## config.mk

```make
export PLATFORM = sky130hd
export DESIGN_NAME = rmq_sqrt
export DESIGN_NICKNAME = d
export VERILOG_FILES = /design/src/rtl/core/rmq_pkg.sv /design/src/rtl/core/rmq_sqrt.sv
export SDC_FILE = /design/constraint.sdc
export NUM_CORES = 1
export LEC_CHECK = 0
export BUFFER_PORTS_ARGS = -buffer_cell sky130_fd_sc_hd__clkbuf_2
export CAP_MARGIN = 20
export CORE_MARGIN = 1.5
export CORE_UTILIZATION = 25
export CTS_BUF_LIST = sky130_fd_sc_hd__clkbuf_4 sky130_fd_sc_hd__clkbuf_8
export DETAILED_ROUTE_END_ITERATION = 8
export HOLD_SLACK_MARGIN = 0.1
export PLACE_DENSITY = 0.47
export SLEW_MARGIN = 20
export SYNTH_ARGS = -nofsm -noshare
export SYNTH_HDL_FRONTEND = slang
export SYNTH_SLANG_ARGS = --single-unit
```

## constraint.sdc

```tcl
create_clock -name clk_i -period 3.3 [get_ports clk_i]
set_input_delay 0.99 -clock clk_i [delete_from_list [all_inputs] [get_ports clk_i]]
set_output_delay 0.99 -clock clk_i [all_outputs]
set_load 0.03 [all_outputs]
```

## src/rtl/core/rmq_pkg.sv

```systemverilog
`timescale 1ns / 1ps

package rmq_pkg;

  // Field format
  localparam int DataWidth = 16;
  localparam int FracBits  = DataWidth - 2;

  // Internal widths
  localparam int SumW  = DataWidth + 3;      // signed trace sums
  localparam int PivW  = DataWidth + 1;      // largest sum, always positive
  localparam int DiffW = DataWidth + 1;      // signed off-diagonal terms
  localparam int RadW  = 2 * DataWidth;      // radicand, padded to even width
  localparam int RootW = DataWidth;          // pivot root
  localparam int DvdW  = 2 * DataWidth - 1;  // rounded dividend
  localparam int QuoW  = DataWidth + 1;      // quotient magnitude

  // Pipeline depth: front stage, one stage per root bit, one per quotient bit, output
  localparam int Latency = 1 + RootW + QuoW + 1;

  typedef enum logic [1:0] {
    PIV_W,
    PIV_X,
    PIV_Y,
    PIV_Z
  } pivot_e;

  // Words riding along with the root pipeline
  typedef struct packed {
    pivot_e                   piv;
    logic signed [DiffW-1:0]  d0;
    logic signed [DiffW-1:0]  d1;
    logic signed [DiffW-1:0]  d2;
  } side_t;

  typedef struct packed {
    logic [RootW+1:0] rem;
    logic [RootW-1:0] root;
    logic [RadW-1:0]  rad;
  } sqrt_t;

  typedef struct packed {
    logic [RootW-1:0] rem;
    logic [DvdW-1:0]  dvd;
    logic [QuoW-1:0]  quo;
  } div_t;

  // One bit of the digit-by-digit square root
  function automatic sqrt_t sqrt_step(sqrt_t s);
    logic [RootW+1:0] rem2;
    logic [RootW+1:0] trial;
    sqrt_t            r;
    rem2  = {s.rem[RootW-1:0], s.rad[RadW-1 -: 2]};
    trial = {s.root, 2'b01};
    r.rad = {s.rad[RadW-3:0], 2'b00};
    if (rem2 >= trial) begin
      r.rem  = rem2 - trial;
      r.root = {s.root[RootW-2:0], 1'b1};
    end else begin
      r.rem  = rem2;
      r.root = {s.root[RootW-2:0], 1'b0};
    end
    return r;
  endfunction

  // One bit of restoring division by m
  function automatic div_t div_step(div_t s, logic [RootW-1:0] m);
    logic [RootW:0] rem2;
    div_t           r;
    rem2  = {s.rem, s.dvd[DvdW-1]};
    r.dvd = {s.dvd[DvdW-2:0], 1'b0};
    if (rem2 >= {1'b0, m}) begin
      r.rem = RootW'(rem2 - {1'b0, m});
      r.quo = {s.quo[QuoW-2:0], 1'b1};
    end else begin
      r.rem = rem2[RootW-1:0];
      r.quo = {s.quo[QuoW-2:0], 1'b0};
    end
    return r;
  endfunction

endpackage

```

## src/rtl/core/rmq_sqrt.sv

```systemverilog
`timescale 1ns / 1ps

module rmq_sqrt (
  input  logic                            clk_i,
  input  logic                            rst_ni,
  input  logic                            valid_i,
  input  logic [rmq_pkg::PivW-1:0]        s_i,
  input  rmq_pkg::side_t                  side_i,
  output logic                            valid_o,
  output logic [rmq_pkg::RootW-1:0]       m_o,
  output rmq_pkg::side_t                  side_o
);

  localparam int N = rmq_pkg::RootW;

  rmq_pkg::sqrt_t init;
  rmq_pkg::sqrt_t st_q   [N];
  rmq_pkg::side_t side_q [N];
  logic [N-1:0]   valid_q;

  // Radicand is the sum scaled by 2^F
  always_comb begin
    init.rem  = '0;
    init.root = '0;
    init.rad  = rmq_pkg::RadW'({s_i, rmq_pkg::FracBits'(0)});
  end

  always_ff @(posedge clk_i or negedge rst_ni) begin
    if (!rst_ni) begin
      valid_q <= '0;
    end else begin
      valid_q <= {valid_q[N-2:0], valid_i};
    end
  end

  // One root bit per stage
  always_ff @(posedge clk_i) begin
    st_q[0]   <= rmq_pkg::sqrt_step(init);
    side_q[0] <= side_i;
    for (int k = 1; k < N; k++) begin
      st_q[k]   <= rmq_pkg::sqrt_step(st_q[k-1]);
      side_q[k] <= side_q[k-1];
    end
  end

  assign valid_o = valid_q[N-1];
  assign m_o     = st_q[N-1].root;
  assign side_o  = side_q[N-1];

endmodule

```

==> flow_metrics.py <==
metrics = {
    "outcome": {
        "status": "complete, no violations",
    },
    "grt": {
        "grt_max_degree": 26,
        "grt_pass1_vias": 17600,
        "busiest_layer": "met2",
        "antenna_found_initial": 1,
        "grt.met2_usage": 0.1043,
        "met3_usage": 0.02979,
        "grt_use_total": 0.06894,
        "grt_use_met1": 0.07968,
        "grt_pass1_wl_um": 80700,
        "gr-total-overflow": 0,
    },
    "clock_network": {
        "path_clk_slew_ns": 0.06,
        "clock_latency_ns": 0.88,
        "cts-resized-gates": 0,
        "cts.sinks": 1284,
        "htreeDepth": 4,
        "root_buffer": "clkbuf_8",
        "cts_tree": "yes",
        "cts_buffer_depth": 3,
        "cts_buffers": 205,
    },
    "power_and_ir_drop": {
        "peakVddDrop_v": 0.0003639,
        "power_mw": 36.43,
        "powerDensity_nw_per_um2": 845.4,
        "leakage_nw": 18.97,
    },
    "setup_path": {
        "worstPathRequired_ns": 4.05,
        "cp.arrival_ns": 3.59,
        "crit_path_start": "st_q[1][239]",
        "r2r_start": "st_q[1][239]",
        "critPathMostFrequentCell": "inv_1",
        "critical_path_class": "reg -> reg",
        "cp_cell_sequence": "inv_1, ha_1, inv_1, fa_1, nor2b_1, o31a_1, o41ai_2, o21ai_2, nor4_4, buf_4, mux2_2",
        "r2r-end": "st_q[1][311]",
        "cp_slowest_stage_delay_ns": 0.42,
        "cp_max_fo": 13,
        "cp_num_buf_inv": 3,
        "slowest_stage": "o41ai_2",
        "crit_cells": 11,
        "critPathCapture": "st_q[1][311]",
        "r2r_cells": 11,
        "crit_family": "compound AO/OA/AOI/OAI gates",
        "end_kind": "flip-flop",
        "cp-start-kind": "flip-flop",
        "reg2reg_slack_ns": 0.46,
    },
    "sta": {
        "final-setup-viol-count": 0,
        "rsz0062_at_grt": "false",
        "hold_violations": 0,
        "slew_viol_final": 0,
        "max_slew_margin": 0.4464,
        "setup_tns_ns": 0,
        "fin_crit_sh": 0.8611,
        "fmax_mhz": 351.9,
        "tightest_slew_ns": 0.8283,
        "hold_slack_ns": 0.2908,
        "layout_min_cycle_time_ns": 2.842,
        "fin_skew_ns": 0.05148,
    },
    "yosys": {
        "syn-num-nets": 2861,
        "postSynthCellCount": 2645,
        "synth_top_area_share": 0.7200,
        "synth_warnings": 0,
        "synth_area_leaders": "dfxtp_1 72%, ha_1 4.9%, mux2_2 2.0%",
        "ys_types": 86,
        "synth_commonest_cells": "1268 x dfxtp_1, 174 x inv_1, 137 x ha_1",
        "synth_most_common_cell": "dfxtp_1",
        "synth-main-ff-cell": "dfxtp_1",
        "ys_seq_elements": 1284,
        "synth_edf_count": 0,
        "seq_area_frac_synth": 0.7314,
        "yosys.area.top_type": "dfxtp_1",
        "syn-cell-area_um2": 35250,
        "async_flop_share": 0.01246,
        "syn_avg_cell_area_um2": 13.33,
    },
    "route": {
        "postRouteAntennaNets": 0,
        "dr.pass1.iters": 6,
        "wl_per_cell_um": 9.740,
        "drt_iter0_drc": 649,
        "vias_per_cell": 3.584,
        "wl_um": 48930,
        "vias": 18010,
        "drcViolationCount": 0,
    },
    "die": {
        "pin_count": 143,
        "rows": 137,
        "die_w_um": 378.5,
        "initial_core_util": 0.2523,
        "die_area_um2": 143300,
        "core_um2": 139700,
        "die_h_um": 378.5,
    },
    "placement": {
        "dp.final_hpwl_um": 30930,
        "port_buffers": 142,
        "gp_congestion": 0.7635,
    },
    "run": {
        "drv_cap": 0,
    },
    "hold_path": {
        "hold_path_class": "reg -> reg",
    },
    "finish": {
        "fin_nets": 3206,
        "fin_util": 0.3084,
        "syn_to_final_growth_pct": 22.21,
        "layout-drive-gt1-share": 0.1942,
    },
}
[cells by family (layout without fill, tap and decap cells)]
family / after synthesis / after routing / synth area share
XOR/XNOR: 130 / 130 / 0.03230
flip-flops: 1284 / 1284 / 0.7314
AO/OA/AOI/OAI: 346 / 346 / 0.06449
AND/OR/NAND/NOR: 406 / 406 / 0.06090
adder cells (fa/ha/maj): 143 / 143 / 0.05203
multiplexers: 73 / 73 / 0.02296
other: 1 / 2 / 0.0001064
buffers and inverters: 262 / 764 / 0.03581
[report_power, final]
part / switching [mW] / internal, mW / total (mW)
clock: 6.07 / 8.22 / 14.3
combinational: 2.11 / 2.06 / 4.17
sequential: 0.810 / 17.2 / 18.0
[area by class of cell]
cell class	instances	area, um^2
multi-input cells	1099	8207
repair buffers	225	1514
inverters	175	656.9
fillers	14100	96620
diodes	1	2.502
well taps	1876	2347
flip-flops and latches	1284	25780
clock buffers	317	4006
clock inverters	47	566.8
[how the worst min path moves through the flow]
| stage | from | endpoint | slack, ns | depth (start not counted) |
|---|---|---|---|---|
| after floorplan | side_q[0][47] | side_q[0][100] | 0.31 | 0 |
| after CTS | side_q[0][195] | side_q[0][248] | 0.28 | 0 |
| final | side_q[0][195] | side_q[0][248] | 0.29 | 0 |
| after global placement | side_q[0][352] | side_q[0][405] | 0.31 | 0 |
| after global routing | side_q[0][195] | side_q[0][248] | 0.29 | 0 |
| after detailed placement | side_q[0][97] | side_q[0][150] | 0.31 | 0 |
[what timing repair did]
action                    in CTS  in global routing
setup buffers                  0                  0
hold endpoints to repair      87                  0
hold buffers                  72                  0
[layout by cell type (no fill, tap or decap), types with 9 or more instances in the layout]
master and instances:
and3_1 10, a21o_1 23, xnor2_1 71, xor2_1 59
nor2b_1 22, clkbuf_2 142, buf_4 11, o31a_1 10
a211oi_1 12, o31ai_1 14, mux2i_1 10, dfxtp_1 1268
nand2_1 66, o21ai_0 79, o21a_1 31, or3_1 13
dfrtp_1 16, clkbuf_8 260, clkbuf_4 57, a21oi_1 87
nand2b_1 18, or2_2 9, mux2_2 62, nor4_1 20
o211ai_1 14, a21boi_0 9, clkinv_2 21, nor3_1 33
nor2_1 123, dlygate4sd3_1 72, ha_1 137, o2111ai_1 11
inv_1 174, nand3_1 28
[flip-flops by register name, indices dropped and copies added (netlist names)]
register,count
valid_q,16
st_q,420
side_q,848
[stage by stage]
stage	worst slack, ns	std cells	instance area (um^2)
6_report	0.4585	5024	43090
5_1_grt	0.2384	5024	43090
4_1_cts	0.4152	5023	43080
3_5_place_dp	0.4112	4587	37790
3_3_place_gp	0.4894	4587	37790
2_1_floorplan	0.7080	2645	35250
[per-layer routing]
layer,wire length [um],share of wire,vias up
li1,-,-,9489
met1,22630,0.46,8019
met2,21310,0.44,345
met3,3033,0.062,152
met4,1958,0.040,0
met5,0,0,-
Power figures use the tool's default switching activity.
