$ cat src/rtl/core/rmq_pkg.sv
`timescale 1ns / 1ps

package rmq_pkg;

  // Field format
  localparam int DataWidth = 16;
  localparam int FracBits  = DataWidth - 2;

  // Internal widths
  localparam int SumW  = DataWidth + 3;      // signed trace sums
  localparam int PivW  = DataWidth + 1;      // largest sum, always positive
  localparam int DiffW = DataWidth + 1;      // signed off-diagonal terms
  localparam int RadW  = 2 * DataWidth;      // radicand, padded to even width
  localparam int RootW = DataWidth;          // pivot root
  localparam int DvdW  = 2 * DataWidth - 1;  // rounded dividend
  localparam int QuoW  = DataWidth + 1;      // quotient magnitude

  // Pipeline depth: front stage, one stage per root bit, one per quotient bit, output
  localparam int Latency = 1 + RootW + QuoW + 1;

  typedef enum logic [1:0] {
    PIV_W,
    PIV_X,
    PIV_Y,
    PIV_Z
  } pivot_e;

  // Words riding along with the root pipeline
  typedef struct packed {
    pivot_e                   piv;
    logic signed [DiffW-1:0]  d0;
    logic signed [DiffW-1:0]  d1;
    logic signed [DiffW-1:0]  d2;
  } side_t;

  typedef struct packed {
    logic [RootW+1:0] rem;
    logic [RootW-1:0] root;
    logic [RadW-1:0]  rad;
  } sqrt_t;

  typedef struct packed {
    logic [RootW-1:0] rem;
    logic [DvdW-1:0]  dvd;
    logic [QuoW-1:0]  quo;
  } div_t;

  // One bit of the digit-by-digit square root
  function automatic sqrt_t sqrt_step(sqrt_t s);
    logic [RootW+1:0] rem2;
    logic [RootW+1:0] trial;
    sqrt_t            r;
    rem2  = {s.rem[RootW-1:0], s.rad[RadW-1 -: 2]};
    trial = {s.root, 2'b01};
    r.rad = {s.rad[RadW-3:0], 2'b00};
    if (rem2 >= trial) begin
      r.rem  = rem2 - trial;
      r.root = {s.root[RootW-2:0], 1'b1};
    end else begin
      r.rem  = rem2;
      r.root = {s.root[RootW-2:0], 1'b0};
    end
    return r;
  endfunction

  // One bit of restoring division by m
  function automatic div_t div_step(div_t s, logic [RootW-1:0] m);
    logic [RootW:0] rem2;
    div_t           r;
    rem2  = {s.rem, s.dvd[DvdW-1]};
    r.dvd = {s.dvd[DvdW-2:0], 1'b0};
    if (rem2 >= {1'b0, m}) begin
      r.rem = RootW'(rem2 - {1'b0, m});
      r.quo = {s.quo[QuoW-2:0], 1'b1};
    end else begin
      r.rem = rem2[RootW-1:0];
      r.quo = {s.quo[QuoW-2:0], 1'b0};
    end
    return r;
  endfunction

endpackage

$ cat src/rtl/core/rmq_front.sv
`timescale 1ns / 1ps

module rmq_front (
  input  logic                                  clk_i,
  input  logic                                  rst_ni,
  input  logic                                  valid_i,
  input  logic signed [rmq_pkg::DataWidth-1:0]  r00_i,
  input  logic signed [rmq_pkg::DataWidth-1:0]  r01_i,
  input  logic signed [rmq_pkg::DataWidth-1:0]  r02_i,
  input  logic signed [rmq_pkg::DataWidth-1:0]  r10_i,
  input  logic signed [rmq_pkg::DataWidth-1:0]  r11_i,
  input  logic signed [rmq_pkg::DataWidth-1:0]  r12_i,
  input  logic signed [rmq_pkg::DataWidth-1:0]  r20_i,
  input  logic signed [rmq_pkg::DataWidth-1:0]  r21_i,
  input  logic signed [rmq_pkg::DataWidth-1:0]  r22_i,
  output logic                                  valid_o,
  output logic        [rmq_pkg::PivW-1:0]       s_o,
  output rmq_pkg::side_t                        side_o
);

  localparam int SW = rmq_pkg::SumW;
  localparam int DW = rmq_pkg::DiffW;
  localparam logic signed [SW-1:0] One = SW'(1) <<< rmq_pkg::FracBits;

  logic signed [SW-1:0] a00, a11, a22;
  logic signed [SW-1:0] sw, sx, sy, sz, sbest;
  logic signed [DW-1:0] dwx, dwy, dwz, dxy, dxz, dyz;
  rmq_pkg::pivot_e      piv;
  rmq_pkg::side_t       side_d, side_q;
  logic [rmq_pkg::PivW-1:0] s_d, s_q;
  logic                 valid_q;

  // Trace sums and off-diagonal terms
  always_comb begin
    a00 = SW'(r00_i);
    a11 = SW'(r11_i);
    a22 = SW'(r22_i);
    sw  = One + a00 + a11 + a22;
    sx  = One + a00 - a11 - a22;
    sy  = One - a00 + a11 - a22;
    sz  = One - a00 - a11 + a22;
    dwx = DW'(r21_i) - DW'(r12_i);
    dwy = DW'(r02_i) - DW'(r20_i);
    dwz = DW'(r10_i) - DW'(r01_i);
    dxy = DW'(r10_i) + DW'(r01_i);
    dxz = DW'(r02_i) + DW'(r20_i);
    dyz = DW'(r21_i) + DW'(r12_i);
  end

  // Pick the largest, earlier candidate wins a tie
  always_comb begin
    piv   = rmq_pkg::PIV_W;
    sbest = sw;
    if (sbest < sx) begin
      piv   = rmq_pkg::PIV_X;
      sbest = sx;
    end
    if (sbest < sy) begin
      piv   = rmq_pkg::PIV_Y;
      sbest = sy;
    end
    if (sbest < sz) begin
      piv   = rmq_pkg::PIV_Z;
      sbest = sz;
    end
    s_d        = sbest[rmq_pkg::PivW-1:0];
    side_d.piv = piv;
    // lanes: the three non-pivot components in order x, y, z, w
    case (piv)
      rmq_pkg::PIV_W: begin
        side_d.d0 = dwx;
        side_d.d1 = dwy;
        side_d.d2 = dwz;
      end
      rmq_pkg::PIV_X: begin
        side_d.d0 = dxy;
        side_d.d1 = dxz;
        side_d.d2 = dwx;
      end
      rmq_pkg::PIV_Y: begin
        side_d.d0 = dxy;
        side_d.d1 = dyz;
        side_d.d2 = dwy;
      end
      default: begin
        side_d.d0 = dxz;
        side_d.d1 = dyz;
        side_d.d2 = dwz;
      end
    endcase
  end

  always_ff @(posedge clk_i or negedge rst_ni) begin
    if (!rst_ni) begin
      valid_q <= 1'b0;
    end else begin
      valid_q <= valid_i;
    end
  end

  always_ff @(posedge clk_i) begin
    s_q    <= s_d;
    side_q <= side_d;
  end

  assign valid_o = valid_q;
  assign s_o     = s_q;
  assign side_o  = side_q;

endmodule

$ cat config.mk
export PLATFORM = sky130hd
export DESIGN_NAME = rmq_front
export DESIGN_NICKNAME = d
export VERILOG_FILES = /design/src/rtl/core/rmq_pkg.sv /design/src/rtl/core/rmq_front.sv
export SDC_FILE = /design/constraint.sdc
export NUM_CORES = 1
export LEC_CHECK = 0
export ABC_CLOCK_PERIOD_IN_PS = 800
export BUFFER_PORTS_ARGS = -buffer_cell sky130_fd_sc_hd__buf_4
export CAP_MARGIN = 20
export CORE_MARGIN = 8
export CORE_UTILIZATION = 47
export CTS_CLUSTER_DIAMETER = 50
export CTS_CLUSTER_SIZE = 28
export DETAILED_ROUTE_END_ITERATION = 6
export PLACE_DENSITY = 0.76
export SLEW_MARGIN = 20
export SYNTH_ARGS = -nofsm -noshare
export SYNTH_HDL_FRONTEND = slang
export SYNTH_SLANG_ARGS = --single-unit
export TNS_END_PERCENT = 50
$ cat constraint.sdc
create_clock -name clk_i -period 0.8 [get_ports clk_i]
set_input_delay 0.12 -clock clk_i [delete_from_list [all_inputs] [get_ports clk_i]]
set_output_delay 0.12 -clock clk_i [all_outputs]
set_load 0.01 [all_outputs]
==> impl_metrics.env, run 1 <==
export IMPL_status="finished with violations"
export IMPL_violations="negative setup slack"
export IMPL_slew_violations=0
export IMPL_gp_congestion=0.925
export IMPL_grt_max_degree=33
export IMPL_cts_tree="built"
export IMPL_critical_path_required_ns=1.05
export IMPL_fin_crit_ns=9.95
export IMPL_cts_htree_levels=3
export IMPL_synth_warnings=0
export IMPL_final_layout_size_suffix_gt1_frac=0.456
export IMPL_hp_class="in -> async"
export IMPL_finalWorstSetupSlack_ns=-9.15
export IMPL_critPathLaunch="r00_i[3]"
export IMPL_nets=2987
export IMPL_slew_headroom=0.487
export IMPL_cp_slowest_cell="xnor2_1"
export IMPL_numCtsBuffers=9
export IMPL_clockBufferDepth=2
export IMPL_grt_pass1_vias=16841
export IMPL_n_antenna_cell=0
export IMPL_worst_pin_slew_ns=0.766
export IMPL_vias=17836
export IMPL_tns_ns=-639.61
export IMPL_synthTopCellsByArea="ha_1 (21%), fa_1 (11%), dfxtp_1 (10%)"
export IMPL_yosysTopAreaCellShare=0.207
export IMPL_syn_area_per_cell_sq_um=8.13
export IMPL_place_hpwl_um=42800
export IMPL_synthArstFlopShare=0.0141
export IMPL_path_class="in -> reg"
export IMPL_die_y_um=187
export IMPL_synth_cell_types=82
export IMPL_antenna_found_initial=1
export IMPL_grt_first_pass_wirelength_um=86000
export IMPL_grt_overflow=0
export IMPL_synth_edff_count=0
export IMPL_cp_max_fo=6
export IMPL_dieArea_sq_um=35100
export IMPL_drtAntennaViolNets=0
export IMPL_ys_flop_type="dfxtp_1"
export IMPL_max_freq_ghz=0.101
export IMPL_grt_total_usage=0.298
export IMPL_vias_per_cell=6.10
export IMPL_fp_coreArea_sq_um=28800
export IMPL_cts_root_buf="clkbuf_16"
export IMPL_first_iter_violations=2027
export IMPL_synth_seq_area_share=0.104
export IMPL_cts_sinks=71
export IMPL_placementRows=62
export IMPL_final_cells=2925
export IMPL_pin_count=218
export IMPL_synth_nets=2145
export IMPL_setup_viol=141
export IMPL_ys_top_cells_by_count="ha_1 (228), inv_1 (197), a21oi_1 (144)"
export IMPL_dp_cells=2840
export IMPL_startpoint_type="input port"
export IMPL_drt_total_wl_um=65700
export IMPL_wl_per_cell_um=22.5
export IMPL_io_buffers=217
export IMPL_fin_crit_sh=12.4
export IMPL_synth_top_cell_by_area="ha_1"
export IMPL_drc=0
export IMPL_synthCells=1695
export IMPL_drt_pass1_iter_count=6
export IMPL_synth_area_sq_um=13800
export IMPL_rsz0062_at_grt="yes"
export IMPL_worstSetupEndpointType="register"
export IMPL_clk_pin_slew_ns=0.05
export IMPL_initial_core_util=0.479
export IMPL_synth_most_common_cell="ha_1"
export IMPL_final_hold_violation_count=0
export IMPL_crit_top_cell="a211oi_2"
export IMPL_ys_ff_latch=71
export IMPL_area_delta_synth_final_pct=64.1
export IMPL_die_w_um=187
export IMPL_max_stage_delay_ns=0.58
export IMPL_cp_data_arrival_time_ns=10.19
export IMPL_drv_cap=0
[timing repair]
item | 4_1_cts | 5_1_grt
hold buffers | 2 | 0
setup buffers | 35 | 32
pin swaps | 39 | 62
hold endpoints to repair | 2 | 0
resized for setup | 204 | 165
endpoints found under the setup margin | 141 | 141
gates cloned | 4 | 1
[stage by stage]
step	instance area (sq um)	setup slack (ns)	hold WS [ns]	util
2_1_floorplan	13900	-8.09	-0.176	-
3_3_place_gp	20300	-8.52	-0.105	0.705
3_5_place_dp	20300	-8.81	-0.105	0.705
4_1_cts	21600	-8.04	0.0900	0.751
5_1_grt	22600	-9.36	0.0938	0.786
6_report	22600	-9.15	0.0815	0.786
[placed cells by master, fill, tap and decap left out, drive strengths merged, types with 40 or more instances in the layout]
cell and n:
xor2 41, nor2 133, buf 882, xnor2 113
nor3 42, o21ai 65, a21oi 145, dfxtp 70
ha 228, mux2i 49, nand2 82, a21o 40
fa 75, inv 197
[registers in the layout, summed over array words and instances (netlist names)]
signal and count:
s_o 17, valid_o 1, side_o 53
[per-layer routing]
metal  vias up  wire length, um  track usage
met4         2             5380        0.131
met3       525             7230       0.0410
met5         -               10            0
li1       7573                -            -
met2      1448            29800        0.517
met1      8288            23300        0.362
[worst max-delay path, delay by kind of cell]
family | cells | cell delay [ns]
compound gates | 19 | 3.28
xor+xnor | 1 | 0.58
simple gates | 7 | 1.44
buf+inv | 9 | 1.30
fa+ha+maj | 6 | 2.18
mux | 4 | 1.23
[final timing paths]
kind | endpoint | cells after the start
setup / recovery | side_o[17] | 46
hold / removal | valid_o | 2
max in group asynchronous | valid_o | 2
min in group clk_i | side_o[0] | 3
[layout make-up]
cell class | instances | area, sq um
multi-input cells | 1373 | 12400
inverters | 197 | 739
clock buffers | 9 | 225
fillers | 1683 | 6170
repair buffers | 885 | 7170
well taps | 384 | 480
clock inverters | 6 | 62.6
flip-flops and latches | 71 | 1500
[cell families (layout without fill, tap and decap cells)]
group | after synthesis | after routing | synth area share
xor gates and xnor gates | 154 | 154 | 0.0984
buffers and inverters | 252 | 1097 | 0.0741
DFF | 71 | 71 | 0.104
muxes | 67 | 67 | 0.0511
and+or+nand+nor | 406 | 407 | 0.144
AOI/OAI and AO/OA | 441 | 441 | 0.212
adders and majority gates | 304 | 304 | 0.317
Power of run 1 is not shown: default switching activity piles up to over one toggle a cycle in this logic, so the estimate is an artifact.
==> run 2: changes to the inputs <==
--- a/config.mk
+++ b/config.mk
@@ -6,14 +6,14 @@
 export NUM_CORES = 1
 export LEC_CHECK = 0
 export ABC_CLOCK_PERIOD_IN_PS = 800
-export BUFFER_PORTS_ARGS = -buffer_cell sky130_fd_sc_hd__buf_4
 export CAP_MARGIN = 20
 export CORE_MARGIN = 8
 export CORE_UTILIZATION = 47
 export CTS_CLUSTER_DIAMETER = 50
 export CTS_CLUSTER_SIZE = 28
 export DETAILED_ROUTE_END_ITERATION = 6
-export PLACE_DENSITY = 0.76
+export DONT_BUFFER_PORTS = 1
+export PLACE_DENSITY = 0.7
 export SLEW_MARGIN = 20
 export SYNTH_ARGS = -nofsm -noshare
 export SYNTH_HDL_FRONTEND = slang
==> impl_metrics.env, run 2 (same netlist as run 1, synthesis figures left out) <==
export IMPL_status="finished with violations"
export IMPL_violations="design-rule violations, negative setup slack"
export IMPL_final_cell_mix="buf_4 (530), ha_1 (219), inv_1 (197)"
export IMPL_cts_htree_levels=3
export IMPL_place_hpwl_um=40100
export IMPL_wl_per_cell_um=18.8
export IMPL_grt_max_degree=32
export IMPL_vias_per_cell=5.45
export IMPL_fin_crit_sh=11.2
export IMPL_critPathLaunch="r00_i[7]"
export IMPL_gp_congestion=0.928
export IMPL_path_class="in -> reg"
export IMPL_drtAntennaViolNets=0
export IMPL_first_iter_violations=906
export IMPL_whs_ns=0.0328
export IMPL_n_antenna_cell=0
export IMPL_vias=14184
export IMPL_critical_path_required_ns=1.03
export IMPL_cts_root_buf="clkbuf_16"
export IMPL_crit_cells=44
export IMPL_drt_pass1_iter_count=7
export IMPL_layout_commonest_cell="buf_4"
export IMPL_grt_first_pass_wirelength_um=76600
export IMPL_die_w_um=187
export IMPL_fin_crit_ns=8.99
export IMPL_slew_violations=0
export IMPL_grt_overflow=0
export IMPL_crit_top_cell="a21oi_2"
export IMPL_worst_pin_slew_ns=0.657
export IMPL_hold_path_depth=2
export IMPL_tns_ns=-566.69
export IMPL_slew_headroom=0.559
export IMPL_drt_total_wl_um=49000
export IMPL_largest_reg_flops=53
export IMPL_finalWorstSetupSlack_ns=-8.19
export IMPL_dieArea_sq_um=35100
export IMPL_cp_max_fo=9
export IMPL_cp_slowest_cell="fa_2"
export IMPL_io_buffers=0
export IMPL_hp_class="in -> reg"
export IMPL_initial_core_util=0.479
export IMPL_area_delta_synth_final_pct=42.7
export IMPL_worstSetupEndpointType="register"
export IMPL_setup_viol=141
export IMPL_crit_family="compound AO/OA/AOI/OAI gates"
export IMPL_final_layout_size_suffix_gt1_frac=0.370
export IMPL_max_stage_delay_ns=0.49
export IMPL_rsz0062_at_grt="yes"
export IMPL_die_y_um=187
export IMPL_pin_count=218
export IMPL_final_hold_violation_count=0
export IMPL_grt_pass1_vias=14517
export IMPL_drc=3
export IMPL_cts_sinks=71
export IMPL_worstHoldStart="r01_i[0]"
export IMPL_drv_cap=0
export IMPL_numCtsBuffers=9
export IMPL_placementRows=62
export IMPL_fillers=2278
export IMPL_clockBufferDepth=2
export IMPL_max_freq_ghz=0.111
export IMPL_cts_tree="built"
export IMPL_antenna_found_initial=0
export IMPL_cp_data_arrival_time_ns=9.22
export IMPL_path_buf_inv=6
export IMPL_startpoint_type="input port"
export IMPL_grt_total_usage=0.268
export IMPL_fp_coreArea_sq_um=28800
export IMPL_clk_pin_slew_ns=0.07
export IMPL_nets=2664
## run 2: cell count changes in the layout (fill, tap and decap cells not counted), sizes merged
cell	previous run	this run
dlygate4sd3	2	3
clkinvlp	0	2
inv	197	199
clkinv	5	0
and2	9	11
buf	882	556
clkbuf	10	11
bufinv	1	2
## run 2: repair_timing
item	CTS	global route
buffers inserted	22	8
setup endpoints to repair	141	141
hold endpoints to repair	2	0
hold buffers	3	0
resized for setup	212	56
gates cloned	8	1
pin swaps	26	17
## run 2: worst paths after layout
check                              to  slack (ns)
min in group asynchronous     valid_o        0.52
worst max-delay path       side_o[21]       -8.19
max in group asynchronous     valid_o        0.18
worst min-delay path        side_o[0]        0.03
## run 2: cell type report
class / instances / area (sq um) / share of cell area
sequential: 71 / 1580 / 0.0802
clock buffer: 10 / 229 / 0.0116
clock inverter: 6 / 92.6 / 0.00471
timing repair buffer: 560 / 4470 / 0.227
tap: 384 / 480 / 0.0244
multi-input combinational: 1375 / 12100 / 0.614
inverter: 197 / 739 / 0.0376
## run 2: stage by stage
stage                     utilization  setup WS, ns  area (sq um)  cells
after CTS                       0.672         -8.00         19300   2594
final                           0.683         -8.19         19700   2603
after global routing            0.683         -8.51         19700   2603
after floorplan                     -         -8.09         13900   1695
after global placement          0.628         -8.51         18100   2545
after detailed placement        0.628         -8.77         18100   2545
## run 2: per-layer routing
| metal | part of all wire | vias up | GRT usage |
|---|---|---|---|
| li1 | - | 6938 | - |
| met1 | 0.43 | 6718 | 0.332 |
| met2 | 0.46 | 449 | 0.442 |
| met3 | 0.085 | 79 | 0.0770 |
| met4 | 0.027 | 0 | 0.0870 |
| met5 | 0 | - | 0 |
Power of run 2 is left out for the same reason.
==> run 3: changes to the inputs <==
--- a/config.mk
+++ b/config.mk
@@ -5,15 +5,14 @@
 export SDC_FILE = /design/constraint.sdc
 export NUM_CORES = 1
 export LEC_CHECK = 0
-export ABC_CLOCK_PERIOD_IN_PS = 800
+export ABC_CLOCK_PERIOD_IN_PS = 7500
 export CAP_MARGIN = 20
 export CORE_MARGIN = 8
 export CORE_UTILIZATION = 47
 export CTS_CLUSTER_DIAMETER = 50
-export CTS_CLUSTER_SIZE = 28
 export DETAILED_ROUTE_END_ITERATION = 6
 export DONT_BUFFER_PORTS = 1
-export PLACE_DENSITY = 0.7
+export PLACE_DENSITY = 0.72
 export SLEW_MARGIN = 20
 export SYNTH_ARGS = -nofsm -noshare
 export SYNTH_HDL_FRONTEND = slang
==> constraint.sdc (replaced) <==
create_clock -name clk_i -period 7.5 [get_ports clk_i]
set_input_delay 1.125 -clock clk_i [delete_from_list [all_inputs] [get_ports clk_i]]
set_output_delay 1.125 -clock clk_i [all_outputs]
set_load 0.01 [all_outputs]
==> impl_metrics.env, run 3 (same netlist as run 1, synthesis figures left out) <==
export IMPL_status="finished with violations"
export IMPL_violations="design-rule violations, negative setup slack"
export IMPL_grt_total_usage=0.247
export IMPL_area_delta_synth_final_pct=30.1
export IMPL_path_class="in -> reg"
export IMPL_cts_htree_levels=3
export IMPL_antenna_found_initial=0
export IMPL_initial_core_util=0.479
export IMPL_slew_violations=0
export IMPL_die_w_um=187
export IMPL_final_layout_size_suffix_gt1_frac=0.271
export IMPL_rsz0062_at_grt="yes"
export IMPL_cts_root_buf="clkbuf_16"
export IMPL_pin_count=218
export IMPL_startpoint_type="input port"
export IMPL_numCtsBuffers=9
export IMPL_vias=13475
export IMPL_slew_headroom=0.399
export IMPL_critical_path_required_ns=7.80
export IMPL_worst_pin_slew_ns=0.890
export IMPL_drt_total_wl_um=46600
export IMPL_wl_per_cell_um=19.5
export IMPL_drv_cap=0
export IMPL_first_iter_violations=836
export IMPL_dieArea_sq_um=35100
export IMPL_layout_commonest_cell="buf_4"
export IMPL_clockBufferDepth=2
export IMPL_die_y_um=187
export IMPL_setup_viol=70
export IMPL_worstSetupEndpointType="register"
export IMPL_place_hpwl_um=37400
export IMPL_n_antenna_cell=0
export IMPL_clk_pin_slew_ns=0.06
export IMPL_finalWorstSetupSlack_ns=-2.56
export IMPL_cp_data_arrival_time_ns=10.35
export IMPL_fin_crit_ns=10.06
export IMPL_tns_ns=-168.10
export IMPL_hold_buffers=0
export IMPL_gp_congestion=0.948
export IMPL_placementRows=62
export IMPL_nets=2447
export IMPL_hp_class="in -> async"
export IMPL_largest_reg_flops=53
export IMPL_fp_coreArea_sq_um=28800
export IMPL_pre_cts_ws_ns=-3.31
export IMPL_max_freq_ghz=0.0994
export IMPL_grt_overflow=0
export IMPL_drc=1
export IMPL_fin_crit_sh=1.34
export IMPL_cts_sinks=71
export IMPL_grt_pass1_vias=13474
export IMPL_drtAntennaViolNets=0
export IMPL_cp_slowest_cell="fa_2"
export IMPL_vias_per_cell=5.65
export IMPL_final_hold_violation_count=0
export IMPL_cp_max_fo=6
export IMPL_grt_first_pass_wirelength_um=70700
export IMPL_critPathLaunch="r00_i[2]"
export IMPL_max_stage_delay_ns=0.63
export IMPL_cts_tree="built"
export IMPL_grt_max_degree=33
export IMPL_final_cell_mix="buf_4 (312), ha_1 (212), inv_1 (193)"
export IMPL_drt_pass1_iter_count=7
export IMPL_io_buffers=0
run 3: area by class of cell:
cell class                 instances  area (sq um)
sequential                        71          1430
multi-input combinational       1373         12100
timing repair buffer             345          2850
clock inverter                     4          52.6
fill                            2411         10800
tap                              384           480
inverter                         197           739
clock buffer                      12           256
run 3: stage by stage:
stage	cell area (sq um)	utilization	cells	hold WS (ns)
after floorplan	13900	-	1695	0.829
after global placement	16300	0.567	2313	0.829
final	17900	0.623	2386	0.471
after detailed placement	16300	0.567	2313	0.829
after CTS	17300	0.601	2365	0.466
after global routing	17900	0.623	2386	0.465
run 3: final timing paths:
path | endpoint
max in group asynchronous | valid_o
min in group clk_i | valid_o
worst min-delay path | valid_o
worst max-delay path | side_o[10]
run 3: critical path, delay by kind of cell:
kind	cells	cell delay, ns
adders and majority gates	6	1.95
and+or+nand+nor	5	0.87
AOI/OAI and AO/OA	23	4.26
buffers and inverters	9	1.08
xor gates and xnor gates	1	0.19
muxes	3	0.85
run 3: layer usage:
metal | GRT usage | up-vias | share of wire
met1 | 0.296 | 6409 | 0.41
met5 | 0 | - | 0
li1 | - | 6497 | -
met3 | 0.0729 | 92 | 0.087
met2 | 0.417 | 477 | 0.47
met4 | 0.0816 | 0 | 0.032
run 3: what timing repair did:
item	in CTS	in global routing
pin swaps	42	49
cloned	2	4
endpoints found under the setup margin	70	70
buffers inserted	34	18
resized for setup	74	103
Power of run 3 is left out for the same reason.
