**src/rtl/core/rmq_pkg.sv**
```systemverilog
`timescale 1ns / 1ps

package rmq_pkg;

  // Field format
  localparam int DataWidth = 16;
  localparam int FracBits  = DataWidth - 2;

  // Internal widths
  localparam int SumW  = DataWidth + 3;      // signed trace sums
  localparam int PivW  = DataWidth + 1;      // largest sum, always positive
  localparam int DiffW = DataWidth + 1;      // signed off-diagonal terms
  localparam int RadW  = 2 * DataWidth;      // radicand, padded to even width
  localparam int RootW = DataWidth;          // pivot root
  localparam int DvdW  = 2 * DataWidth - 1;  // rounded dividend
  localparam int QuoW  = DataWidth + 1;      // quotient magnitude

  // Pipeline depth: front stage, one stage per root bit, one per quotient bit, output
  localparam int Latency = 1 + RootW + QuoW + 1;

  typedef enum logic [1:0] {
    PIV_W,
    PIV_X,
    PIV_Y,
    PIV_Z
  } pivot_e;

  // Words riding along with the root pipeline
  typedef struct packed {
    pivot_e                   piv;
    logic signed [DiffW-1:0]  d0;
    logic signed [DiffW-1:0]  d1;
    logic signed [DiffW-1:0]  d2;
  } side_t;

  typedef struct packed {
    logic [RootW+1:0] rem;
    logic [RootW-1:0] root;
    logic [RadW-1:0]  rad;
  } sqrt_t;

  typedef struct packed {
    logic [RootW-1:0] rem;
    logic [DvdW-1:0]  dvd;
    logic [QuoW-1:0]  quo;
  } div_t;

  // One bit of the digit-by-digit square root
  function automatic sqrt_t sqrt_step(sqrt_t s);
    logic [RootW+1:0] rem2;
    logic [RootW+1:0] trial;
    sqrt_t            r;
    rem2  = {s.rem[RootW-1:0], s.rad[RadW-1 -: 2]};
    trial = {s.root, 2'b01};
    r.rad = {s.rad[RadW-3:0], 2'b00};
    if (rem2 >= trial) begin
      r.rem  = rem2 - trial;
      r.root = {s.root[RootW-2:0], 1'b1};
    end else begin
      r.rem  = rem2;
      r.root = {s.root[RootW-2:0], 1'b0};
    end
    return r;
  endfunction

  // One bit of restoring division by m
  function automatic div_t div_step(div_t s, logic [RootW-1:0] m);
    logic [RootW:0] rem2;
    div_t           r;
    rem2  = {s.rem, s.dvd[DvdW-1]};
    r.dvd = {s.dvd[DvdW-2:0], 1'b0};
    if (rem2 >= {1'b0, m}) begin
      r.rem = RootW'(rem2 - {1'b0, m});
      r.quo = {s.quo[QuoW-2:0], 1'b1};
    end else begin
      r.rem = rem2[RootW-1:0];
      r.quo = {s.quo[QuoW-2:0], 1'b0};
    end
    return r;
  endfunction

endpackage

```
**src/rtl/core/rmq_back.sv**
```systemverilog
`timescale 1ns / 1ps

module rmq_back (
  input  logic                                  clk_i,
  input  logic                                  rst_ni,
  input  logic                                  valid_i,
  input  logic [rmq_pkg::RootW-1:0]             m_i,
  input  rmq_pkg::pivot_e                       piv_i,
  input  logic [2:0]                            neg_i,
  input  logic [rmq_pkg::QuoW-1:0]              quo0_i,
  input  logic [rmq_pkg::QuoW-1:0]              quo1_i,
  input  logic [rmq_pkg::QuoW-1:0]              quo2_i,
  output logic                                  valid_o,
  output logic signed [rmq_pkg::DataWidth-1:0]  qx_o,
  output logic signed [rmq_pkg::DataWidth-1:0]  qy_o,
  output logic signed [rmq_pkg::DataWidth-1:0]  qz_o
);

  localparam int W  = rmq_pkg::DataWidth;
  localparam int QW = rmq_pkg::QuoW;
  localparam logic [QW-1:0] MaxPos = QW'((1 << (W - 1)) - 1);
  localparam logic [QW-1:0] MaxNeg = QW'(1 << (W - 1));

  logic [QW-1:0] pmag;
  logic [QW-1:0] mag [3];
  logic [2:0]    ng;
  logic          flip;
  logic [W-1:0]  res [3];
  logic [W-1:0]  qx_q, qy_q, qz_q;
  logic          valid_q;

  // Route pivot root and lane quotients to x, y, z
  always_comb begin
    logic [QW-1:0] tmp;
    logic          n;
    pmag = QW'((QW'(m_i) + QW'(1)) >> 1);
    flip = 1'b0;
    case (piv_i)
      rmq_pkg::PIV_W: begin
        mag[0] = quo0_i; mag[1] = quo1_i; mag[2] = quo2_i;
        ng     = neg_i;
      end
      rmq_pkg::PIV_X: begin
        mag[0] = pmag;   mag[1] = quo0_i; mag[2] = quo1_i;
        ng     = {neg_i[1], neg_i[0], 1'b0};
        flip   = neg_i[2];
      end
      rmq_pkg::PIV_Y: begin
        mag[0] = quo0_i; mag[1] = pmag;   mag[2] = quo1_i;
        ng     = {neg_i[1], 1'b0, neg_i[0]};
        flip   = neg_i[2];
      end
      default: begin
        mag[0] = quo0_i; mag[1] = quo1_i; mag[2] = pmag;
        ng     = {1'b0, neg_i[1], neg_i[0]};
        flip   = neg_i[2];
      end
    endcase
    // Negate when the lane sign and the sign of w differ, then saturate
    for (int k = 0; k < 3; k++) begin
      n = (ng[k] ^ flip) && (mag[k] != '0);
      if (n) begin
        tmp    = (mag[k] > MaxNeg) ? MaxNeg : mag[k];
        res[k] = W'(-tmp);
      end else begin
        tmp    = (mag[k] > MaxPos) ? MaxPos : mag[k];
        res[k] = tmp[W-1:0];
      end
    end
  end

  always_ff @(posedge clk_i or negedge rst_ni) begin
    if (!rst_ni) begin
      valid_q <= 1'b0;
    end else begin
      valid_q <= valid_i;
    end
  end

  always_ff @(posedge clk_i) begin
    qx_q <= res[0];
    qy_q <= res[1];
    qz_q <= res[2];
  end

  assign valid_o = valid_q;
  assign qx_o    = qx_q;
  assign qy_o    = qy_q;
  assign qz_o    = qz_q;

endmodule

```
**config.mk**
```make
export PLATFORM = sky130hd
export DESIGN_NAME = rmq_back
export DESIGN_NICKNAME = d
export VERILOG_FILES = /design/src/rtl/core/rmq_pkg.sv /design/src/rtl/core/rmq_back.sv
export SDC_FILE = /design/constraint.sdc
export NUM_CORES = 1
export LEC_CHECK = 0
export BUFFER_PORTS_ARGS = -buffer_cell sky130_fd_sc_hd__buf_4
export CAP_MARGIN = 20
export CORE_MARGIN = 3
export CORE_UTILIZATION = 52
export CTS_CLUSTER_DIAMETER = 150
export DETAILED_ROUTE_END_ITERATION = 6
export PLACE_DENSITY = 0.86
export SLEW_MARGIN = 20
export SYNTH_ARGS = -nofsm -noshare
export SYNTH_HDL_FRONTEND = slang
export SYNTH_SLANG_ARGS = --single-unit
```
**constraint.sdc**
```tcl
create_clock -name clk_i -period 0.8 [get_ports clk_i]
set_input_delay 0.24 -clock clk_i [delete_from_list [all_inputs] [get_ports clk_i]]
set_output_delay 0.24 -clock clk_i [all_outputs]
set_load 0.05 [all_outputs]
```
==> metrics.md, run 1 <==
| Metric | Value |
|---|---|
| Post-Syn Instances | 651 |
| Area contributors post-synth | sky130_fd_sc_hd__dfxtp_1 20%, sky130_fd_sc_hd__a21oi_1 6.4%, sky130_fd_sc_hd__o21ai_0 5.4%, sky130_fd_sc_hd__mux2i_1 5.1%, sky130_fd_sc_hd__nor2_1 4.8% |
| Die W | 101 microns |
| Share of the yosys chip area belonging to registers | 20.8% |
| Number of cells in the design after placement | 1,084 |
| Count of input and output buffers | 123 |
| Last step reached | 4_1_cts |
| Num ports | 124 |
| Maximum root-to-sink buffer count | 2 |
| Result of the run | did not finish |
| Post-Synthesis Net Count | 731 |
| Hold buffer count at cts | 1 |
| Share of flip-flops with an asynchronous set or reset after synthesis | 2.04% |
| Number of storage elements in the synthesis netlist | 49 |
| Number of standard-cell rows in the floorplan | 34 |
| Dpl cell area | 7740 sq um |
| Most common flop cell mapped by yosys | sky130_fd_sc_hd__dfxtp_1 |
| CTS Root Cell | sky130_fd_sc_hd__clkbuf_8 |
| Resize count post-CTS | 257 |
| Final GP Congestion | 1.10 |
| Die outline height | 101 microns |
| Error | [ERROR DPL-0038] Utilization greater than 100%, impossible to legalize |
| Synth top area share | 20.3% |
| Post-CTS setup-driven buffer insertion count | 52 |
| Avg Inst Size Synth | 7.27 sq um |
| Yosys warning total | 0 |
| Level count of the clock H-tree | 2 |
| Clock sinks | 49 |
| Cell accounting for the most synthesized area | sky130_fd_sc_hd__dfxtp_1 |
| Half-perimeter wire length of the detailed placement result | 19.6 mm |
| Netlist Area Pre-Place | 4740 sq um |
| Starting density of the core | 54.0% |
| Cts bufs inserted | 5 |
| Number of enable-type register cells in the synthesized netlist | 0 |
| Count of cell types in the netlist | 79 |
[logic make-up after synthesis]
kind of cell	count (synthesis)	share of synthesized area (%)
muxes	35	7.69
buffers and inverters	56	5.39
DFF	49	20.8
and+or+nand+nor	257	28.6
AOI/OAI and AO/OA	233	33.1
xor gates and xnor gates	16	3.12
adders and majority gates	5	1.32
[metrics by stage]
stage | util (%) | setup TNS (ps) | setup slack, ps | hold WS [ps]
3_5_place_dp | 88.3 | -117920 | -2810 | 17.2
3_3_place_gp | 88.3 | -110980 | -2550 | 15.1
2_1_floorplan | - | -101480 | -2530 | -55.6
[synthesized netlist by cell type, drive strengths merged (4+ instances only)]
library cell,instances
mux2i,24
a22oi,5
and2,5
or3,13
buf,24
a21oi,61
dfxtp,48
nor4,10
nand4,8
nand3b,4
o221ai,4
a31oi,14
a21boi,5
o21ai,55
o211ai,13
xnor2,9
a221oi,4
nor4b,4
a2bb2oi,4
o31ai,13
and3,11
mux2,11
or4,6
or2,5
o22ai,7
nor2,60
nand2b,17
nand2,55
ha,5
clkbuf,14
o21a,6
nor2b,12
o211a,4
nor3,11
xor2,7
o311ai,4
inv,18
a211oi,8
nand3,27
==> run 2: changes to the inputs <==
--- a/config.mk
+++ b/config.mk
@@ -8,10 +8,9 @@
 export BUFFER_PORTS_ARGS = -buffer_cell sky130_fd_sc_hd__buf_4
 export CAP_MARGIN = 20
 export CORE_MARGIN = 3
-export CORE_UTILIZATION = 52
-export CTS_CLUSTER_DIAMETER = 150
+export CORE_UTILIZATION = 37
 export DETAILED_ROUTE_END_ITERATION = 6
-export PLACE_DENSITY = 0.86
+export PLACE_DENSITY_LB_ADDON = 0.15
 export SLEW_MARGIN = 20
 export SYNTH_ARGS = -nofsm -noshare
 export SYNTH_HDL_FRONTEND = slang
==> run 2 against run 1 <==
Effect of this change: the flow now finishes, with violations (setup timing); synthesized area unchanged; synthesized cell count unchanged.
==> metrics.md, run 2 <==
| Metric | Value |
|---|---|
| CTS clock-pin slew for the worst setup and hold paths | 70 ps |
| CTS Root Cell | sky130_fd_sc_hd__clkbuf_16 |
| Commonest cells after routing, fill and taps aside | 331 x sky130_fd_sc_hd__buf_4, 55 x sky130_fd_sc_hd__nor2_1, 48 x sky130_fd_sc_hd__a21oi_1, 48 x sky130_fd_sc_hd__dfxtp_2, 47 x sky130_fd_sc_hd__buf_8 |
| Area Growth Syn to Fin | 101% |
| Measured slew at the worst slew-check pin | 572 ps |
| Most common library cell in the layout ignoring fill and taps | sky130_fd_sc_hd__buf_4 |
| Result of the run | complete, but fails checks |
| Post-Syn Instances | 651 |
| Setup-violating endpoint count in the final report | 97 |
| Via count of the first global-routing pass | 6,675 |
| Antenna violations before repair | 0 |
| Leading cell type by number of instances after synthesis | sky130_fd_sc_hd__a21oi_1 |
| Layout cell share with drive strength beyond 1 | 59.7% |
| Areal power density over the cells | 1540 nW/um^2 |
| Post-route clock period utilization | 392% |
| Netlist Area Pre-Place | 4740 sq um |
| Worst Setup Slack, final | -2330 ps |
| Number of failing hold endpoints at the final stage | 0 |
| Critical path type | in2reg |
| Critical path launch point type | input pin |
| Die W | 119 microns |
| Total detailed-routing wirelength | 23.9 mm |
| Total congestion overflow | 0 |
| Number of standard-cell rows in the floorplan | 40 |
| Half-perimeter wire length of the detailed placement result | 17.7 mm |
| List of most frequent post-synthesis cells | 61 x sky130_fd_sc_hd__a21oi_1, 60 x sky130_fd_sc_hd__nor2_1, 54 x sky130_fd_sc_hd__nand2_1, 51 x sky130_fd_sc_hd__o21ai_0, 48 x sky130_fd_sc_hd__dfxtp_1 |
| Violations in the final reports | setup timing |
| Number of enable-type register cells in the synthesized netlist | 0 |
| Type of the tightest min-delay check | in2reg |
| Standard cell core area | 12,300 sq um |
| MaxCap Viol Count | 0 |
| Largest fanout of any net on the critical path | 5 |
| Accumulated negative setup slack | -109,050 ps |
| Total number of vias | 6,892 |
| Maximum VDD drop | 0.00130 V |
| Minimum clock period | 3130 ps |
| Most common flop cell mapped by yosys | sky130_fd_sc_hd__dfxtp_1 |
| Die outline height | 119 microns |
| Count of cell types in the netlist | 79 |
| Avg Inst Size Synth | 7.27 sq um |
| Post-Synthesis Net Count | 731 |
| Number of iterations in the first detailed-routing pass | 5 |
| Overall fraction of global-route tracks in use | 31.0% |
| RSZ-0062 raised after global routing | yes |
| Count of input and output buffers | 123 |
| Cts bufs inserted | 5 |
| Number of cells traversed by the worst hold path | 1 |
| Fmax achieved | 319 MHz |
| Starting density of the core | 38.6% |
| Required @ worst endpoint | 1020 ps |
| Share of the yosys chip area belonging to registers | 20.8% |
| CP endpoint kind | register |
| Clock sinks | 49 |
| Number of storage elements in the synthesis netlist | 49 |
| Static Leak | 4.25 nW |
| Fillers | 865 |
| Final GP Congestion | 1.02 |
| Count of nets left with antenna violations after detail routing | 0 |
| Min-Delay Endpoint | valid_o |
| Num ports | 124 |
| Cell accounting for the most synthesized area | sky130_fd_sc_hd__dfxtp_1 |
| Clock tree from TritonCTS | yes |
| Ratio of routed vias to standard cells | 5.70 |
| Synth top area share | 20.3% |
| Area contributors post-synth | sky130_fd_sc_hd__dfxtp_1 20%, sky130_fd_sc_hd__a21oi_1 6.4%, sky130_fd_sc_hd__o21ai_0 5.4%, sky130_fd_sc_hd__mux2i_1 5.1%, sky130_fd_sc_hd__nor2_1 4.8% |
| 1st-iter DRT viols | 713 |
| Worst max-slew margin expressed relative to the limit | 61.6% |
| Yosys warning total | 0 |
| Min-delay src | valid_i |
| Maximum root-to-sink buffer count | 2 |
| Overall power consumption | 0.0147 W |
| Die Footprint | 14,200 sq um |
| DR DRC count | 0 |
| Total count of max-transition violations in the final report | 0 |
| Level count of the clock H-tree | 2 |
| Data arrival, critical path | 3360 ps |
| Largest net degree at the start of global routing | 32 |
| Net count reported at finish | 1,120 |
| ANT cells | 0 |
| Share of flip-flops with an asynchronous set or reset after synthesis | 2.04% |
| Routed wirelength normalized by instance count | 19.8 microns |
| First-pass GRT wire length | 35.3 mm |
-- run 2: cell counts after synthesis --
No cell type changed its count.
-- run 2: report_power, final --
| group | switching (W) | leakage, nW | internal [W] |
|---|---|---|---|
| registers | 0.000287 | 0.411 | 0.00299 |
| clock network | 0.000991 | 0.0831 | 0.00156 |
| logic | 0.00474 | 3.75 | 0.00409 |
-- run 2: worst max-delay path, stage by stage --
cell                       delay [ps]
sky130_fd_sc_hd__buf_12           110
sky130_fd_sc_hd__ha_4             240
sky130_fd_sc_hd__mux2i_1          130
sky130_fd_sc_hd__mux2i_1          110
sky130_fd_sc_hd__buf_4            150
sky130_fd_sc_hd__buf_4            120
sky130_fd_sc_hd__buf_4            130
sky130_fd_sc_hd__buf_4            120
sky130_fd_sc_hd__buf_4            120
sky130_fd_sc_hd__buf_4            120
sky130_fd_sc_hd__buf_4            120
sky130_fd_sc_hd__buf_4            120
sky130_fd_sc_hd__buf_4            120
sky130_fd_sc_hd__buf_4            120
sky130_fd_sc_hd__buf_4            130
sky130_fd_sc_hd__nand2_2           80
sky130_fd_sc_hd__ha_4             150
sky130_fd_sc_hd__nor4b_4          220
sky130_fd_sc_hd__nand3_2          150
sky130_fd_sc_hd__buf_4            160
sky130_fd_sc_hd__o211ai_1         150
sky130_fd_sc_hd__a21oi_1           80
sky130_fd_sc_hd__a21oi_1          140
-- run 2: timing repair --
item | CTS | global route
gates resized for setup | 177 | 94
buffers inserted | 27 | 21
pin swaps | 35 | 44
setup endpoints to repair | 97 | 97
endpoints found under the hold margin | 1 | 0
gates cloned | 1 | 3
hold buffers | 1 | 0
-- run 2: metal layers --
layer / GRT usage, % / part of all wire (%) / vias to the layer above / wire length (microns)
met3: 6.08 / 7.7 / 61 / 1850
met5: 0 / 0 / - / 0
met2: 50.0 / 46 / 340 / 11000
met1: 41.8 / 43 / 3246 / 10300
li1: - / - / 3245 / -
met4: 9.56 / 3.0 / 0 / 722
-- run 2: cell families after synthesis --
logic type | after synthesis | synth area share [%]
buffers and inverters | 56 | 5.39
adder cells (fa/ha/maj) | 5 | 1.32
AO/OA/AOI/OAI | 233 | 33.1
multiplexers | 35 | 7.69
flip-flops | 49 | 20.8
XOR/XNOR | 16 | 3.12
AND/OR/NAND/NOR | 257 | 28.6
-- run 2: layout make-up --
class	count	area, sq um	share of cell area, %
inverter	18	97.6	1.02
multi-input combinational	546	4300	45.1
timing repair buffer	417	3680	38.6
clock inverter	2	37.5	0.394
sequential	49	1050	11.0
timing repair inverter	3	26.3	0.276
clock buffer	6	139	1.46
tap	168	210	2.20
-- run 2: per-stage QoR --
step	cell area (sq um)	cells	utilization [%]	hold WS, ps	setup slack [ps]
after floorplan	5110	651	-	-55.6	-2530
after global placement	7890	1153	64.3	15.7	-2700
after detailed placement	7890	1153	64.3	18.5	-2820
after CTS	9000	1190	73.4	46.2	-2290
after global routing	9540	1209	77.8	52.9	-2420
final	9540	1209	77.8	57.6	-2330
-- run 2: worst max-delay path by stage --
stage | start | endpoint | slack, ps | cells after the start
2_1_floorplan | m_i[4] | qx_o[8] | -2530 | 15
4_1_cts | m_i[0] | qy_o[10] | -2290 | 15
3_3_place_gp | m_i[0] | qy_o[6] | -2700 | 18
3_5_place_dp | m_i[0] | qy_o[6] | -2820 | 18
6_report | m_i[0] | qy_o[12] | -2330 | 23
5_1_grt | m_i[0] | qy_o[12] | -2420 | 23
Power figures use the tool's default switching activity.
==> run 3: changes to the inputs <==
--- a/config.mk
+++ b/config.mk
@@ -7,10 +7,13 @@
 export LEC_CHECK = 0
 export BUFFER_PORTS_ARGS = -buffer_cell sky130_fd_sc_hd__buf_4
 export CAP_MARGIN = 20
+export CELL_PAD_IN_SITES_DETAIL_PLACEMENT = 1
+export CELL_PAD_IN_SITES_GLOBAL_PLACEMENT = 2
 export CORE_MARGIN = 3
-export CORE_UTILIZATION = 37
+export CORE_UTILIZATION = 32
 export DETAILED_ROUTE_END_ITERATION = 6
 export PLACE_DENSITY_LB_ADDON = 0.15
+export SETUP_SLACK_MARGIN = 0.5
 export SLEW_MARGIN = 20
 export SYNTH_ARGS = -nofsm -noshare
 export SYNTH_HDL_FRONTEND = slang
==> run 3 against run 2 <==
Effect of this change: die area up 15%; critical endpoint is now qy_o[6]; clock power up 6%; first-iteration DRC count up 32%; wire length up 63%; global-route usage up 3.5 points; combinational power up 13%; critical path depth down 8; final cell count up 2.9%; the flow finishes with violations (hold timing, setup timing); sequential cell count unchanged; fmax down 8.4%; total power up 9.9%.
==> metrics.md, run 3 (synthesized netlist as in run 2, its figures left out) <==
| Metric | Value |
|---|---|
| Number of iterations in the first detailed-routing pass | 6 |
| Static Leak | 4.41 nW |
| RSZ-0062 raised after global routing | yes |
| Areal power density over the cells | 1610 nW/um^2 |
| M1 GR Usage | 39.5% |
| Die W | 128 microns |
| Post-route clock period utilization | 428% |
| CTS clock-pin slew for the worst setup and hold paths | 80 ps |
| Comb pwr share | 62.3% |
| Result of the run | complete, but fails checks |
| Cell occurring most often along the worst timing path | sky130_fd_sc_hd__or3_4 |
| Violations in the final reports | hold timing, setup timing |
| Largest fanout of any net on the critical path | 4 |
| Type of the tightest min-delay check | in2async |
| Data arrival, critical path | 3600 ps |
| Count of nets left with antenna violations after detail routing | 0 |
| Net count reported at finish | 1,143 |
| Post-Route Utilization | 70.9% |
| Total count of max-transition violations in the final report | 0 |
| Largest net degree at the start of global routing | 29 |
| Psw | 0.00719 W |
| Accumulated negative setup slack | -122,120 ps |
| 1st-iter DRT viols | 938 |
| Hold WS | -309 ps |
| Overall fraction of global-route tracks in use | 34.5% |
| MaxCap Viol Count | 0 |
| Total detailed-routing wirelength | 38.9 mm |
| DR DRC count | 0 |
| CP endpoint kind | register |
| Fmax achieved | 292 MHz |
| Ratio of routed vias to standard cells | 6.69 |
| Number of failing hold endpoints at the final stage | 1 |
| Count of input and output buffers | 123 |
| Multi-input gate area in the final layout | 4440 sq um |
| First-pass GRT wire length | 44.2 mm |
| Area Growth Syn to Fin | 112% |
| Half-perimeter wire length of the detailed placement result | 20.4 mm |
| Most common library cell in the layout ignoring fill and taps | sky130_fd_sc_hd__buf_4 |
| Via count of the first global-routing pass | 7,852 |
| Clock tree from TritonCTS | yes |
| Maximum root-to-sink buffer count | 2 |
| Maximum VDD drop | 0.000918 V |
| Met3 usage in global routing | 4.88% |
| Total number of cells along the worst setup path | 15 |
| Antenna violations before repair | 0 |
| Design internal power | 0.00892 W |
| CTS Root Cell | sky130_fd_sc_hd__clkbuf_16 |
| Footprint of the flip-flops and latches | 1170 sq um |
| Met2 capacity usage during global routing | 62.7% |
| Chain of cells forming the critical path | buf_12 -> buf_4 -> nand4_4 -> o21ai_0 -> a21oi_1 -> or4_4 -> or3_4 -> o31ai_4 -> nand2_2 -> ha_4 -> o21ai_2 -> or3_4 -> nor2_1 -> o31ai_2 -> a22oi_1 |
| Final GP Congestion | 0.920 |
| Measured slew at the worst slew-check pin | 694 ps |
| Largest stage delay, worst path | 600 ps |
| Required @ worst endpoint | 980 ps |
| Part of the power in the clock network | 16.7% |
| Minimum clock period | 3420 ps |
| Top delay family on crit path | simple AND/OR/NAND/NOR gates |
| Routed wirelength normalized by instance count | 31.3 microns |
| Worst max-slew margin expressed relative to the limit | 53.4% |
| Layer with the highest usage | met2 |
| Switching share of power | 44.6% |
| CP max stage cell | sky130_fd_sc_hd__or4_4 |
| Critical path type | in2reg |
| Number of standard-cell rows in the floorplan | 43 |
| Worst Setup Slack, final | -2620 ps |
| Level count of the clock H-tree | 2 |
| Number of buffer and inverter instances along the worst setup path | 2 |
| Critical path launch point type | input pin |
| Cts bufs inserted | 5 |
| Die outline height | 128 microns |
| Standard cell core area | 14,100 sq um |
| Total number of vias | 8,324 |
| Part of the total power dissipated in sequential elements | 21.0% |
| Setup-violating endpoint count in the final report | 97 |
| Die Footprint | 16,300 sq um |
| ANT cells | 0 |
| Num ports | 124 |
| Fillers | 1,549 |
| Clock sinks | 49 |
| Total congestion overflow | 0 |
| Starting density of the core | 33.5% |
| Layout cell share with drive strength beyond 1 | 63.3% |
| Commonest cells after routing, fill and taps aside | 351 x sky130_fd_sc_hd__buf_4, 56 x sky130_fd_sc_hd__nor2_1, 50 x sky130_fd_sc_hd__buf_8, 48 x sky130_fd_sc_hd__dfxtp_4 |
-- run 3: cell type report --
type                    instances  area share, %
repair buffers                442           39.2
flip-flops and latches         49           11.6
clock inverters                 3          0.437
well taps                     180           2.25
multi-input cells             547           44.3
inverters                      18          0.948
clock buffers                   5           1.25
-- run 3: through the flow --
stage	std cells	instance area [sq um]	power (W)	worst slack, ps
floorplan	651	5230	0.00721	-2530
global placement	1181	8120	0.0102	-2690
detailed placement	1181	8120	0.0104	-2850
CTS	1212	9170	0.0143	-2290
global route	1244	10000	0.0165	-2740
finish	1244	10000	0.0161	-2620
-- run 3: worst paths after layout --
kind,start,to,slack (ps)
max,m_i[0],qy_o[6],-2620
min,rst_ni,valid_o,-310
max in group asynchronous,rst_ni,valid_o,1010
min in group clk_i,valid_i,valid_o,40
-- run 3: power by group through the flow --
| stage | clock, W | combinational (W) | sequential (W) |
|---|---|---|---|
| 2_1_floorplan | 0 | 0.00236 | 0.00485 |
| 3_3_place_gp | 0 | 0.00700 | 0.00321 |
| 3_5_place_dp | 0 | 0.00719 | 0.00322 |
| 4_1_cts | 0.00266 | 0.00830 | 0.00335 |
| 5_1_grt | 0.00280 | 0.0103 | 0.00342 |
| 6_report | 0.00270 | 0.0100 | 0.00338 |
-- run 3: per-layer routing --
| metal | vias up | routed length (microns) |
|---|---|---|
| met5 | - | 0 |
| met4 | 0 | 4250 |
| met3 | 371 | 3400 |
| met2 | 734 | 18400 |
| met1 | 3936 | 12900 |
| li1 | 3283 | - |
-- run 3: what timing repair did --
item / in CTS / in global routing
buffers inserted: 20 / 32
gates cloned: 3 / 0
gates resized for setup: 168 / 144
hold endpoints to repair: 1 / 1
endpoints found under the setup margin: 97 / 97
pin swaps: 28 / 69
